$ cat config.mk
export PLATFORM = sky130hd
export DESIGN_NAME = llri_ram
export DESIGN_NICKNAME = d
export VERILOG_FILES = /design/src/rtl/llri_ram.sv
export SDC_FILE = /design/constraint.sdc
export NUM_CORES = 1
export LEC_CHECK = 0
export BUFFER_PORTS_ARGS = -buffer_cell sky130_fd_sc_hd__clkbuf_2
export CAP_MARGIN = 20
export CORE_MARGIN = 1
export CORE_UTILIZATION = 55
export CTS_BUF_LIST = sky130_fd_sc_hd__clkbuf_4
export DETAILED_ROUTE_END_ITERATION = 6
export PLACE_DENSITY_LB_ADDON = 0.2
export SYNTH_ARGS = -nofsm -noshare
export SYNTH_HDL_FRONTEND = slang
export SYNTH_SLANG_ARGS = --single-unit
$ cat constraint.sdc
create_clock -name clk -period 3.95 [get_ports clk]
set_input_delay 0.1975 -clock clk [delete_from_list [all_inputs] [get_ports clk]]
set_output_delay 0.1975 -clock clk [all_outputs]
set_load 0.01 [all_outputs]
$ cat src/rtl/llri_ram.sv
// ----------------------------------------------------------------------------
// Generic RAM
// One write port and one read port with registered read data.
// ----------------------------------------------------------------------------
module llri_ram #(
	parameter int WIDTH = 8,
	parameter int DEPTH = 64
) (
	input  logic                                     clk,
	input  logic                                     we,
	input  logic [((DEPTH > 1) ? $clog2(DEPTH) : 1)-1:0] waddr,
	input  logic [WIDTH-1:0]                         wdata,
	input  logic [((DEPTH > 1) ? $clog2(DEPTH) : 1)-1:0] raddr,
	output logic [WIDTH-1:0]                         rdata
);

	logic [WIDTH-1:0] mem [DEPTH];

	always_ff @(posedge clk) begin
		if (we) begin
			mem[waddr] <= wdata;
		end
		rdata <= mem[raddr];
	end

endmodule

After elaboration in Yosys (flattened, before gate mapping)
Memory sizes are Yosys's and may differ from the RTL's. A register that Yosys moved wholly into a read port is not among the register bits.
Cells that the tools add are included.
{"block": "classes", "muxes": 2}
{"cell": "$mux W1", "count": 2}
{"block": "totals", "reg_bits": 0, "ramBits": 512, "elab_cells": 3, "memories": 1}
{"memory": "mem", "words": 64, "word_bits": 8, "read_ports": 1, "rd_ports_with_merged_regs": 1, "wr": 1, "line_no": "17", "rtl": "logic [WIDTH-1:0] mem [DEPTH];"}

Longest topological paths before layout
{"block": "logic_depth", "ltp_word": 2, "mapped_depth": 9}

Worst setup path after synthesis
No wires, ideal clock.
{"block": "synth_timing", "kind": "input to register", "from": "input port raddr[1] (netlist name)", "to": "register rdata[3], read port of mem", "arrival_ps": 1737, "t_required_ps": 3822, "slack_ps": 2085, "stages": 7, "n_path_buf": 3, "path_cell_list": "buf_4 -> buf_2 -> buf_2 -> mux4_2 -> mux4_2 -> o21ai_1 -> o41ai_1"}
{"element": "start, declared", "line_no": "13", "rtl": "input logic [((DEPTH > 1) ? $clog2(DEPTH) : 1)-1:0] raddr,"}
{"element": "end, declared", "line_no": "14", "rtl": "output logic [WIDTH-1:0] rdata"}

Worst setup path in the final report
{"block": "layout_timing", "from": "input port waddr[1] (netlist name)", "to": "memory mem[35][0] (enable)"}
{"element": "start, declared", "line_no": "11", "rtl": "input logic [((DEPTH > 1) ? $clog2(DEPTH) : 1)-1:0] waddr,"}
{"element": "end, declared", "line_no": "17"}
Straight into the memory's write port.

==> metrics.md <==
| Metric | Value |
|---|---|
| Initial antenna violation count | `1` |
| Fin Clk Skew | `35.7 ps` |
| Maximum clock rate | `447 MHz` |
| Max Root-Sink Buffers | `3` |
| Cell-internal power | `8.80 mW` |
| Nature of the critical path startpoint | `input port` |
| Top Layer Used | `met4` |
| Initial Utilization | `56.3%` |
| Synth Instances | `940` |
| Synth Area in Adders | `0%` |
| Met3 wire length | `3090 um` |
| Pin count of the biggest net entering global routing | `65` |
| Worst-path clk slew | `70 ps` |
| Io pins | `30` |
| Max Cap Violations | `0` |
| Cell area after synthesis | `20200 sq um` |
| Most frequent cells in the layout | `512 x edfxtp_1, 193 x clkbuf_4, 126 x mux4_2` |
| Vias per cell | `6.13` |
| Power per cell area | `498 nW/um^2` |
| CTS tree | `built` |
| Worst-Margin Slew | `962 ps` |
| Num rows | `69` |
| Nets | `1098` |
| H-tree levels | `4` |
| Max IR drop VDD | `0.000210 V` |
| Vias after detailed routing | `9937` |
| Peak fanout along the critical path | `10` |
| Wire length per cell | `26.7 um` |
| Critical path class | `input port to register` |
| Die ar. | `37400 sq um` |
| TritonCTS Buffers | `132` |
| Status | `finished, violations left` |
| Min Tclk post-route | `2240 ps` |
| Met1 WL | `18800 um` |
| Placed Instance Area | `20800 sq um` |
| Post-cts resize count | `0` |
| DRC errors left | `4` |
| Post-DP HPWL | `25400 um` |
| Final Cell Area | `22500 sq um` |
| Crit path required time | `4330 ps` |
| Final period util | `56.7%` |
| Finish-stage setup viols | `0` |
| Net Sw Frac | `21.3%` |
| RD Place Congestion | `0.801` |
| P&R area growth vs syn | `11.4%` |
| Worst setup EP type | `register` |
| Post-CTS Setup Repair Bufs | `0` |
| Commonest non-fill, non-tap cell in the layout | `edfxtp_1` |
| Clock sink count | `520` |
| Die height | `193 um` |
| Netlist cell types | `40` |
| Tot GR Track Use | `24.2%` |
| First-pass iteration count of the detailed router | `7` |
| Top Family by Delay on Critical Path | `simple AND/OR/NAND/NOR gates` |
| Clk root buf | `clkbuf_4` |
| Core area | `35800 sq um` |
| Die X | `193 um` |
| DRT antenna net count | `0` |
| Worst hold path class | `input port to register` |
| Met2 WL | `20800 um` |
| CP Cell Sequence | `dlygate4sd3_1 -> clkbuf_2 -> nor2b_1 -> nand3_1 -> nor2_1` |
| Sequential power share | `54.8%` |
| Combinational power share | `5.0%` |
| Slowest stage delay, CP | `920 ps` |
| Global route overflow | `0` |
| Xor/xnor cell area share of the yosys netlist | `0%` |
| Crit-path slowest cell | `nor2_1` |
| Mean post-synth cell area | `21.5 sq um` |
| #FFs+latches synth | `520` |
| First-pass GRT wire length | `65200 um` |
| Clock power frac | `40.3%` |
| Worst skew pair latency | `790 ps` |
| Vias in the first global route | `10223` |
| Setup TNS | `0 ps` |
| # hold bufs at CTS | `5` |
| Compound-Gate Fraction of Synth Area | `2.07%` |
| Crit path buf inv count | `2` |
| Static leakage | `7.21 nW` |
| Mux cell area share after synthesis | `15.9%` |
| Simple-gate area share of the yosys netlist | `3.39%` |
| Violated checks | `DRC` |
| Post-Syn Nets | `962` |
| Ratio of cells with drive above 1 in the final layout | `34.1%` |
| Port-buffer cells | `29` |
| Crit path DAT | `2620 ps` |
| Detailed Route WL | `43300 um` |
| Largest family of logic cells by synthesized area | `multiplexers` |
| Rel. slew slack | `35.6%` |
| Psw | `2.38 mW` |
| DRT iter0 DRCs | `1185` |
| Sequential share of the synthesized area | `77.0%` |
| RSZ-0062 raised after global routing | `false` |
| YS warnings | `0` |
| Max-slew violations | `0` |
| Final Hold Violating Endpoints | `0` |
-- routing by layer --
layer	GRT usage, %	vias to the layer above
met1	35.5	5162
met4	8.36	0
met5	0	-
li1	-	4285
met3	5.53	61
met2	36.2	429
-- power by group through the flow --
| stage | combinational [mW] | sequential [mW] | clock, mW |
|---|---|---|---|
| 6_report | 0.555 | 6.12 | 4.50 |
| 5_1_grt | 0.592 | 6.12 | 4.86 |
| 4_1_cts | 0.561 | 6.12 | 4.60 |
| 3_5_place_dp | 0.557 | 6.24 | 0 |
| 3_3_place_gp | 0.547 | 6.24 | 0 |
| 2_1_floorplan | 0.325 | 6.24 | 0 |
-- synth_stat cells --
master | n | area [sq um]
nand3b_1 | 3 | 22.5
nand2_1 | 19 | 71.3
o2bb2ai_1 | 3 | 26.3
clkbuf_1 | 17 | 63.8
nand4_1 | 2 | 12.5
o2111ai_1 | 3 | 26.3
nand2b_1 | 7 | 43.8
o221ai_1 | 8 | 70.1
buf_2 | 11 | 55.1
a211oi_1 | 4 | 30.0
nand3_1 | 13 | 65.1
dfxtp_1 | 8 | 160
a2111oi_0 | 2 | 17.5
a221oi_1 | 6 | 52.6
o221a_2 | 2 | 22.5
buf_12 | 2 | 40.0
buf_1 | 4 | 15.0
nand4b_1 | 1 | 8.76
and2_1 | 1 | 6.26
buf_4 | 13 | 97.6
or3_1 | 1 | 6.26
o32ai_1 | 2 | 17.5
o311ai_1 | 1 | 8.76
nor2b_1 | 14 | 87.6
mux4_2 | 126 | 2840
o21ai_1 | 2 | 10.0
o22ai_1 | 8 | 50.1
a22oi_1 | 3 | 22.5
a31oi_1 | 1 | 6.26
o41ai_1 | 2 | 17.5
a21oi_1 | 3 | 15.0
edfxtp_1 | 512 | 15400
nor4_1 | 2 | 12.5
mux2i_1 | 23 | 230
nor2_1 | 83 | 312
o21a_1 | 2 | 15.0
buf_6 | 4 | 45.0
mux2_2 | 13 | 146
o21ai_0 | 2 | 10.0
nor3_1 | 7 | 35.0
-- state kept, by name (all words and copies together), names as in the netlist --
register  flops
rdata         8
mem         512
-- cells by family after synthesis --
group | Yosys count
compound gates | 54
simple gates | 153
buf+inv | 51
flops | 520
mux | 162
-- worst paths after layout --
path | slack, ps | to | cells after the start | startpoint
worst min-delay path | 60 | mem[18][5]$_DFFE_PP_ | 2 | wdata[5]
worst max-delay path | 1710 | mem[35][0]$_DFFE_PP_ | 5 | waddr[1]
worst min register to register | 800 | rdata[6]$_DFF_P_ | 3 | mem[31][6]$_DFFE_PP_
worst max register to register | 1830 | rdata[6]$_DFF_P_ | 5 | mem[29][6]$_DFFE_PP_
-- stage by stage --
stage	total power [mW]	setup slack, ps	hold WS, ps	util, %	std cells
after global routing	11.6	1730	28.4	62.7	1621
after global placement	6.79	1100	591	58.0	1398
after detailed placement	6.80	1080	586	58.0	1398
after floorplan	6.56	2080	296	-	940
final	11.2	1710	63.2	62.7	1622
after CTS	11.3	1760	0.449	62.7	1620
-- layout make-up --
class,instances,area [sq um]
antenna,2,5.00
clock buffer,193,1450
clock inverter,24,196
fill,2489,13400
multi-input combinational,369,4320
sequential,520,15500
tap,461,577
timing repair buffer,53,389
No activity file was read; power rests on OpenSTA's default activity.
