## src/rtl/llri_pkg.sv

```systemverilog
// ----------------------------------------------------------------------------
// Log record latest index package
// Shared item and result types, operation and status codes, and defaults.
// ----------------------------------------------------------------------------
package llri_pkg;

	localparam int CAPACITY_DEF    = 64;
	localparam int KEY_BITS_DEF    = 64;
	localparam int PAGE_BYTES_DEF  = 256;
	localparam int ARENA_BYTES_DEF = 65536;

	localparam logic [31:0] RECORD_MAGIC   = 32'h3144_4150;
	localparam logic [15:0] FLAGS_DATA     = 16'd0;
	localparam logic [15:0] FLAGS_TOMB     = 16'd1;

	localparam int OFF_OUT_W   = 17;
	localparam int COUNT_OUT_W = 7;

	localparam logic [1:0] OP_START  = 2'd0;
	localparam logic [1:0] OP_RECORD = 2'd1;
	localparam logic [1:0] OP_LOOKUP = 2'd2;
	localparam logic [1:0] OP_NOP    = 2'd3;

	localparam logic [3:0] STAT_OK       = 4'd0;
	localparam logic [3:0] STAT_LOG_END  = 4'd1;
	localparam logic [3:0] STAT_TAINTED  = 4'd2;
	localparam logic [3:0] STAT_INVALID  = 4'd3;
	localparam logic [3:0] STAT_ADDED    = 4'd4;
	localparam logic [3:0] STAT_UPDATED  = 4'd5;
	localparam logic [3:0] STAT_OLDER    = 4'd6;
	localparam logic [3:0] STAT_OVERFLOW = 4'd7;
	localparam logic [3:0] STAT_ENDED    = 4'd8;

	typedef struct packed {
		logic [1:0]  operation;
		logic        blank_page;
		logic [31:0] record_magic;
		logic [63:0] record_key;
		logic [15:0] record_flags;
		logic [31:0] record_size;
		logic [31:0] record_generation;
		logic [31:0] stored_crc;
		logic [31:0] payload_crc;
	} llri_item_t;

	typedef struct packed {
		logic [3:0]             status;
		logic                   entry_found;
		logic [OFF_OUT_W-1:0]   entry_offset;
		logic [OFF_OUT_W-1:0]   entry_bytes;
		logic                   entry_tombstone;
		logic [31:0]            entry_generation;
		logic [OFF_OUT_W-1:0]   next_offset;
		logic [COUNT_OUT_W-1:0] entry_count;
		logic [31:0]            max_generation;
		logic                   tainted;
		logic                   overflow;
	} llri_result_t;

	typedef struct packed {
		logic done;
		logic hit;
	} llri_scan_stat_t;

endpackage

```

## src/rtl/llri_scan.sv

```systemverilog
// ----------------------------------------------------------------------------
// Log record latest index key search
// Walks the used table entries one read per cycle and reports hit or miss.
// ----------------------------------------------------------------------------
module llri_scan #(
	parameter int CAPACITY = 64,
	parameter int KEY_BITS = 64
) (
	input  logic                                          clk,
	input  logic                                          arst_n,
	input  logic                                          go,
	input  logic [$clog2(CAPACITY+1)-1:0]                 count,
	input  logic [KEY_BITS-1:0]                           key,
	input  logic [KEY_BITS-1:0]                           rd_key,
	output logic [((CAPACITY > 1) ? $clog2(CAPACITY) : 1)-1:0] raddr,
	output logic [((CAPACITY > 1) ? $clog2(CAPACITY) : 1)-1:0] hit_idx,
	output llri_pkg::llri_scan_stat_t                     stat
);

	import llri_pkg::*;

	localparam int AW = (CAPACITY > 1) ? $clog2(CAPACITY) : 1;
	localparam int CW = $clog2(CAPACITY+1);

	logic          active_q;
	logic [CW-1:0] ptr_q;
	logic          pend_s1;
	logic [AW-1:0] addr_s1;
	logic          issue;
	logic          hit;
	logic          miss;

	assign issue   = active_q && (ptr_q < count);
	assign hit     = active_q && pend_s1 && (rd_key == key);
	assign miss    = active_q && !pend_s1 && !issue;
	assign raddr   = ptr_q[AW-1:0];
	assign hit_idx = addr_s1;
	assign stat.done = hit || miss;
	assign stat.hit  = hit;

	always_ff @(posedge clk or negedge arst_n) begin
		if (!arst_n) begin
			active_q <= 1'b0;
			ptr_q    <= '0;
			pend_s1  <= 1'b0;
		end else if (go) begin
			active_q <= 1'b1;
			ptr_q    <= '0;
			pend_s1  <= 1'b0;
		end else if (active_q) begin
			pend_s1 <= issue;
			if (issue) begin
				ptr_q <= ptr_q + CW'(1);
			end
			if (hit || miss) begin
				active_q <= 1'b0;
			end
		end
	end

	always_ff @(posedge clk) begin
		addr_s1 <= ptr_q[AW-1:0];
	end

endmodule

```

## config.mk

```make
export PLATFORM = sky130hd
export DESIGN_NAME = llri_scan
export DESIGN_NICKNAME = d
export VERILOG_FILES = /design/src/rtl/llri_pkg.sv /design/src/rtl/llri_scan.sv
export SDC_FILE = /design/constraint.sdc
export NUM_CORES = 1
export LEC_CHECK = 0
export ABC_AREA = 1
export BUFFER_PORTS_ARGS = -buffer_cell sky130_fd_sc_hd__buf_2
export CORE_MARGIN = 8
export CORE_UTILIZATION = 30
export CTS_CLUSTER_SIZE = 10
export DETAILED_ROUTE_END_ITERATION = 6
export PLACE_DENSITY_LB_ADDON = 0.25
export SLEW_MARGIN = 30
export SYNTH_ARGS = -nofsm -noshare
export SYNTH_HDL_FRONTEND = slang
export SYNTH_SLANG_ARGS = --single-unit
```

## constraint.sdc

```tcl
create_clock -name clk -period 2.05 [get_ports clk]
set_input_delay 0.41 -clock clk [delete_from_list [all_inputs] [get_ports clk]]
set_output_delay 0.41 -clock clk [all_outputs]
set_load 0.02 [all_outputs]
```

# --- Yosys cells after proc, flatten, opt, wreduce, memory -nomap -nowiden ---
# Cells that the tools add are included.
op_classes:
  n_addsub: 1
  order_cmp: 1
  n_eq_ne: 1
  muxes: 8
  reduce_logical: 11
op_table:
  columns: ["cell", "n"]
  rows:
  - ["$eq A64 B64 Y1", 1]
  - ["$mux W7", 3]
  - ["$add A7 B1 Y7 const B", 1]
  - ["$lt A7 B7 Y1", 1]
  - ["$logic_and A1 B1 Y1", 5]
  - ["$mux W1", 5]
  - ["$reduce_bool A2 Y1", 2]
  - ["$logic_not A1 Y1", 2]
  - ["$reduce_and A2 Y1", 1]
  - ["$logic_or A1 B1 Y1", 1]
totals:
  ff_bits: 15
  inputBits: 138
  output_inout_bits: 14
  wordCells: 26

# --- Logic depth before layout (Yosys ltp) ---
logic_depth:
  ltp_word: 8
  depth_mapped: 11
  ltp_nobuf: 11

# --- Least setup slack after synthesis ---
# OpenSTA, ideal clock, no wires.
synth_path:
  path_type: "input -> output"
  from: "input port count[6]"
  to: "output port stat[1] in the netlist's numbering"
  t_arrival_ps: 1438
  required_ps: 1640
  path_slack_ps: 202
  cell_stages: 8
  n_path_buf: 1
  cell_sequence: "inv_1 ha_1 nand2_1 o211a_1 nand2_1 buf_6 nand3_1 nand2_1"
synth_rtl:
  columns: ["item", "line", "rtl"]
  rows:
  - ["from (decl)", "llri_scan.sv:12", "input logic [$clog2(CAPACITY+1)-1:0] count,"]
  - ["to (decl)", "llri_scan.sv:17", "output llri_pkg::llri_scan_stat_t stat"]

==> results.ini <==
[layout]
final_core_util_pct=45.7
layout-drive-gt1-share_pct=34.0
nets=769
final_design_area_no_fill_um2=3510
fill_cells=889
flow.area_growth_from_synthesis_pct=47.9

[die]
die_y_um=105
die_w_um=105
rows=32
start_util_pct=30.9
core_area_um2=7690
pin_count=152
dieArea_um2=11000

[timing]
hold_viol=0
period_needed_ps=1970
period_share_pct=96.3
hold_ws_ps=2.90
timing.fmax_mhz=506
report.final.slew_viol_count=0
tightest_slew_ps=308
worst_clock_skew_ps=1.68
rsz0062_at_grt=true
setup_viol=0
relSlewSlack_pct=79.3

[synthesis]
netlist_top_cells_count=nand2_1 (151), inv_1 (105), nor2_1 (75)
netlist_top_cells_area=nand2_1 (24%), inv_1 (17%), nor2_1 (12%)
synthesis.nets=612
ys_seq_area_share_pct=14.5
synth_seq_cells=15
yosysMostFrequentCell=nand2_1
synth_warnings=0
synthFlopType=dfrtp_1
synthCells=467
netlist.top_cell.by_area=nand2_1
syn_area_um2=2380
synth_top_area_share_pct=23.9
avgSynthCellArea_um2=5.09
synth_cell_types=25
async_flop_share_pct=60.0
synth_edf_count=0

[routing]
viasPerCell=4.41
first_iter_violations=125
first_pass_iters=4
drc_errors=0
wl_per_cell_um=13.1
wl_um=9490
ant_nets=0
via_count=3205

[power_and_ir_drop]
ir_drop_v=0.000524
p_total_mw=1.18
p_leak_nw=2.20
p_per_area_nw_per_um2=336

[job]
drv_cap=0

[clocking]
cts-buffers-inserted=3
clk_pin_slew_ps=60
cts_buffer_depth=2
cts_root_buffer=clkbuf_8
h-tree-depth=1
clk_latency_ps=250
cts_tree=done
cts_hold_repair.buffers=0
cts_num_sinks=15

[placed_design]
dpl_cell_area_um2=3260
place_hpwl_um=8470
place.gp.congestion=0.879
portBuffers=151

[critical_path]
arrival_ps=1560
worstSetupPathType=reg -> out
crit_path_max_fanout=2
cp.required_ps=1640
crit_path_end_kind=output port
critPathLaunchType=flop

[status]
outcome=completed

[global_routing]
gr-usage-all-layers_pct=16.3
antenna_found_initial=2
grt-ovfl-total=0
grt_max_degree=11
grt_pass1_vias=3297
grt_first_pass_wirelength_um=15000

[hold_path]
hold_path_class=in -> async

-- power by group --
| part | leakage [nW] | internal (mW) | switching [mW] | total, mW |
|---|---|---|---|---|
| Combinational | 2.01 | 0.276 | 0.336 | 0.612 |
| Clock | 0.0228 | 0.138 | 0.100 | 0.238 |
| Sequential | 0.165 | 0.315 | 0.0166 | 0.332 |
| Total | 2.20 | 0.729 | 0.453 | 1.18 |
-- metrics by stage --
step                instances  worst slack (ps)  TNS [ps]
floorplan                 467               202         0
global placement          720             -31.3     -31.3
detailed placement        720             -25.1     -25.1
CTS                       724              8.57         0
global route              725             -15.7     -27.2
finish                    726              75.1         0
-- per-layer routing --
layer	GRT usage, %	wire, um	part of all wire, %
met5	0	25	0.26
met4	3.67	119	1.3
met3	4.48	748	7.9
met2	31.1	4800	51
met1	17.2	3810	40
-- logic make-up after synthesis --
logic type,after synthesis,synth area share [%]
AND/OR/NAND/NOR,293,51.8
AO/OA/AOI/OAI,23,5.48
buffers and inverters,116,19.7
adder cells (fa/ha/maj),7,3.69
flip-flops,15,14.5
XOR/XNOR,13,4.79
-- critical path: stages (launching register included) --
cell	delay [ps]
dfrtp_1	420
ha_4	290
nand3_2	60
nand2_2	80
nand4_1	100
nand2_2	90
nand3_2	70
nand2_2	90
buf_6	110
-- final cells by class --
| type | instances | area, um2 | area share (%) |
|---|---|---|---|
| multi-input cells | 336 | 1750 | 49.8 |
| repair buffers | 160 | 838 | 23.9 |
| inverters | 108 | 405 | 11.5 |
| flip-flops and latches | 15 | 347 | 9.86 |
| well taps | 102 | 128 | 3.63 |
| clock buffers | 4 | 45.0 | 1.28 |
| diodes | 1 | 2.50 | 0.0712 |
-- state kept, by name, indices dropped and copies added (netlist names) --
signal / cells
active_q: 1
ptr_q: 7
hit_idx: 6
pend_s1: 1
-- worst paths after layout --
check,from,endpoint,slack [ps],depth (start not counted)
worst max-delay path,ptr_q[2],stat[1],80,8
worst min-delay path,arst_n,ptr_q[3],3,1
worst max register to register,ptr_q[2],ptr_q[5],470,9
worst min register to register,ptr_q[3],hit_idx[3],460,0
max in group asynchronous,arst_n,active_q,1850,1
min in group clk,go,pend_s1,350,2
-- cells in the final DEF, fill, tap and decap left out, drive strengths merged --
master and instances:
a21oi 4, buf 160, clkbuf 4, dfrtp 9, dfxtp 6, diode 1, ha 7, inv 108
nand2 151, nand3 24, nand4 17, nor2 76, nor3 10, nor4 2, o2111ai 1, o211a 1
o211ai 1, o21ai 16, or2 13, xnor2 11, xor2 2
-- repair_timing --
item	in CTS	in global routing
hold endpoints to repair	0	0
setup endpoints to repair	2	2
pin swaps	1	12
buffers inserted	0	1
resized for setup	6	33
Power figures use the tool's default switching activity.
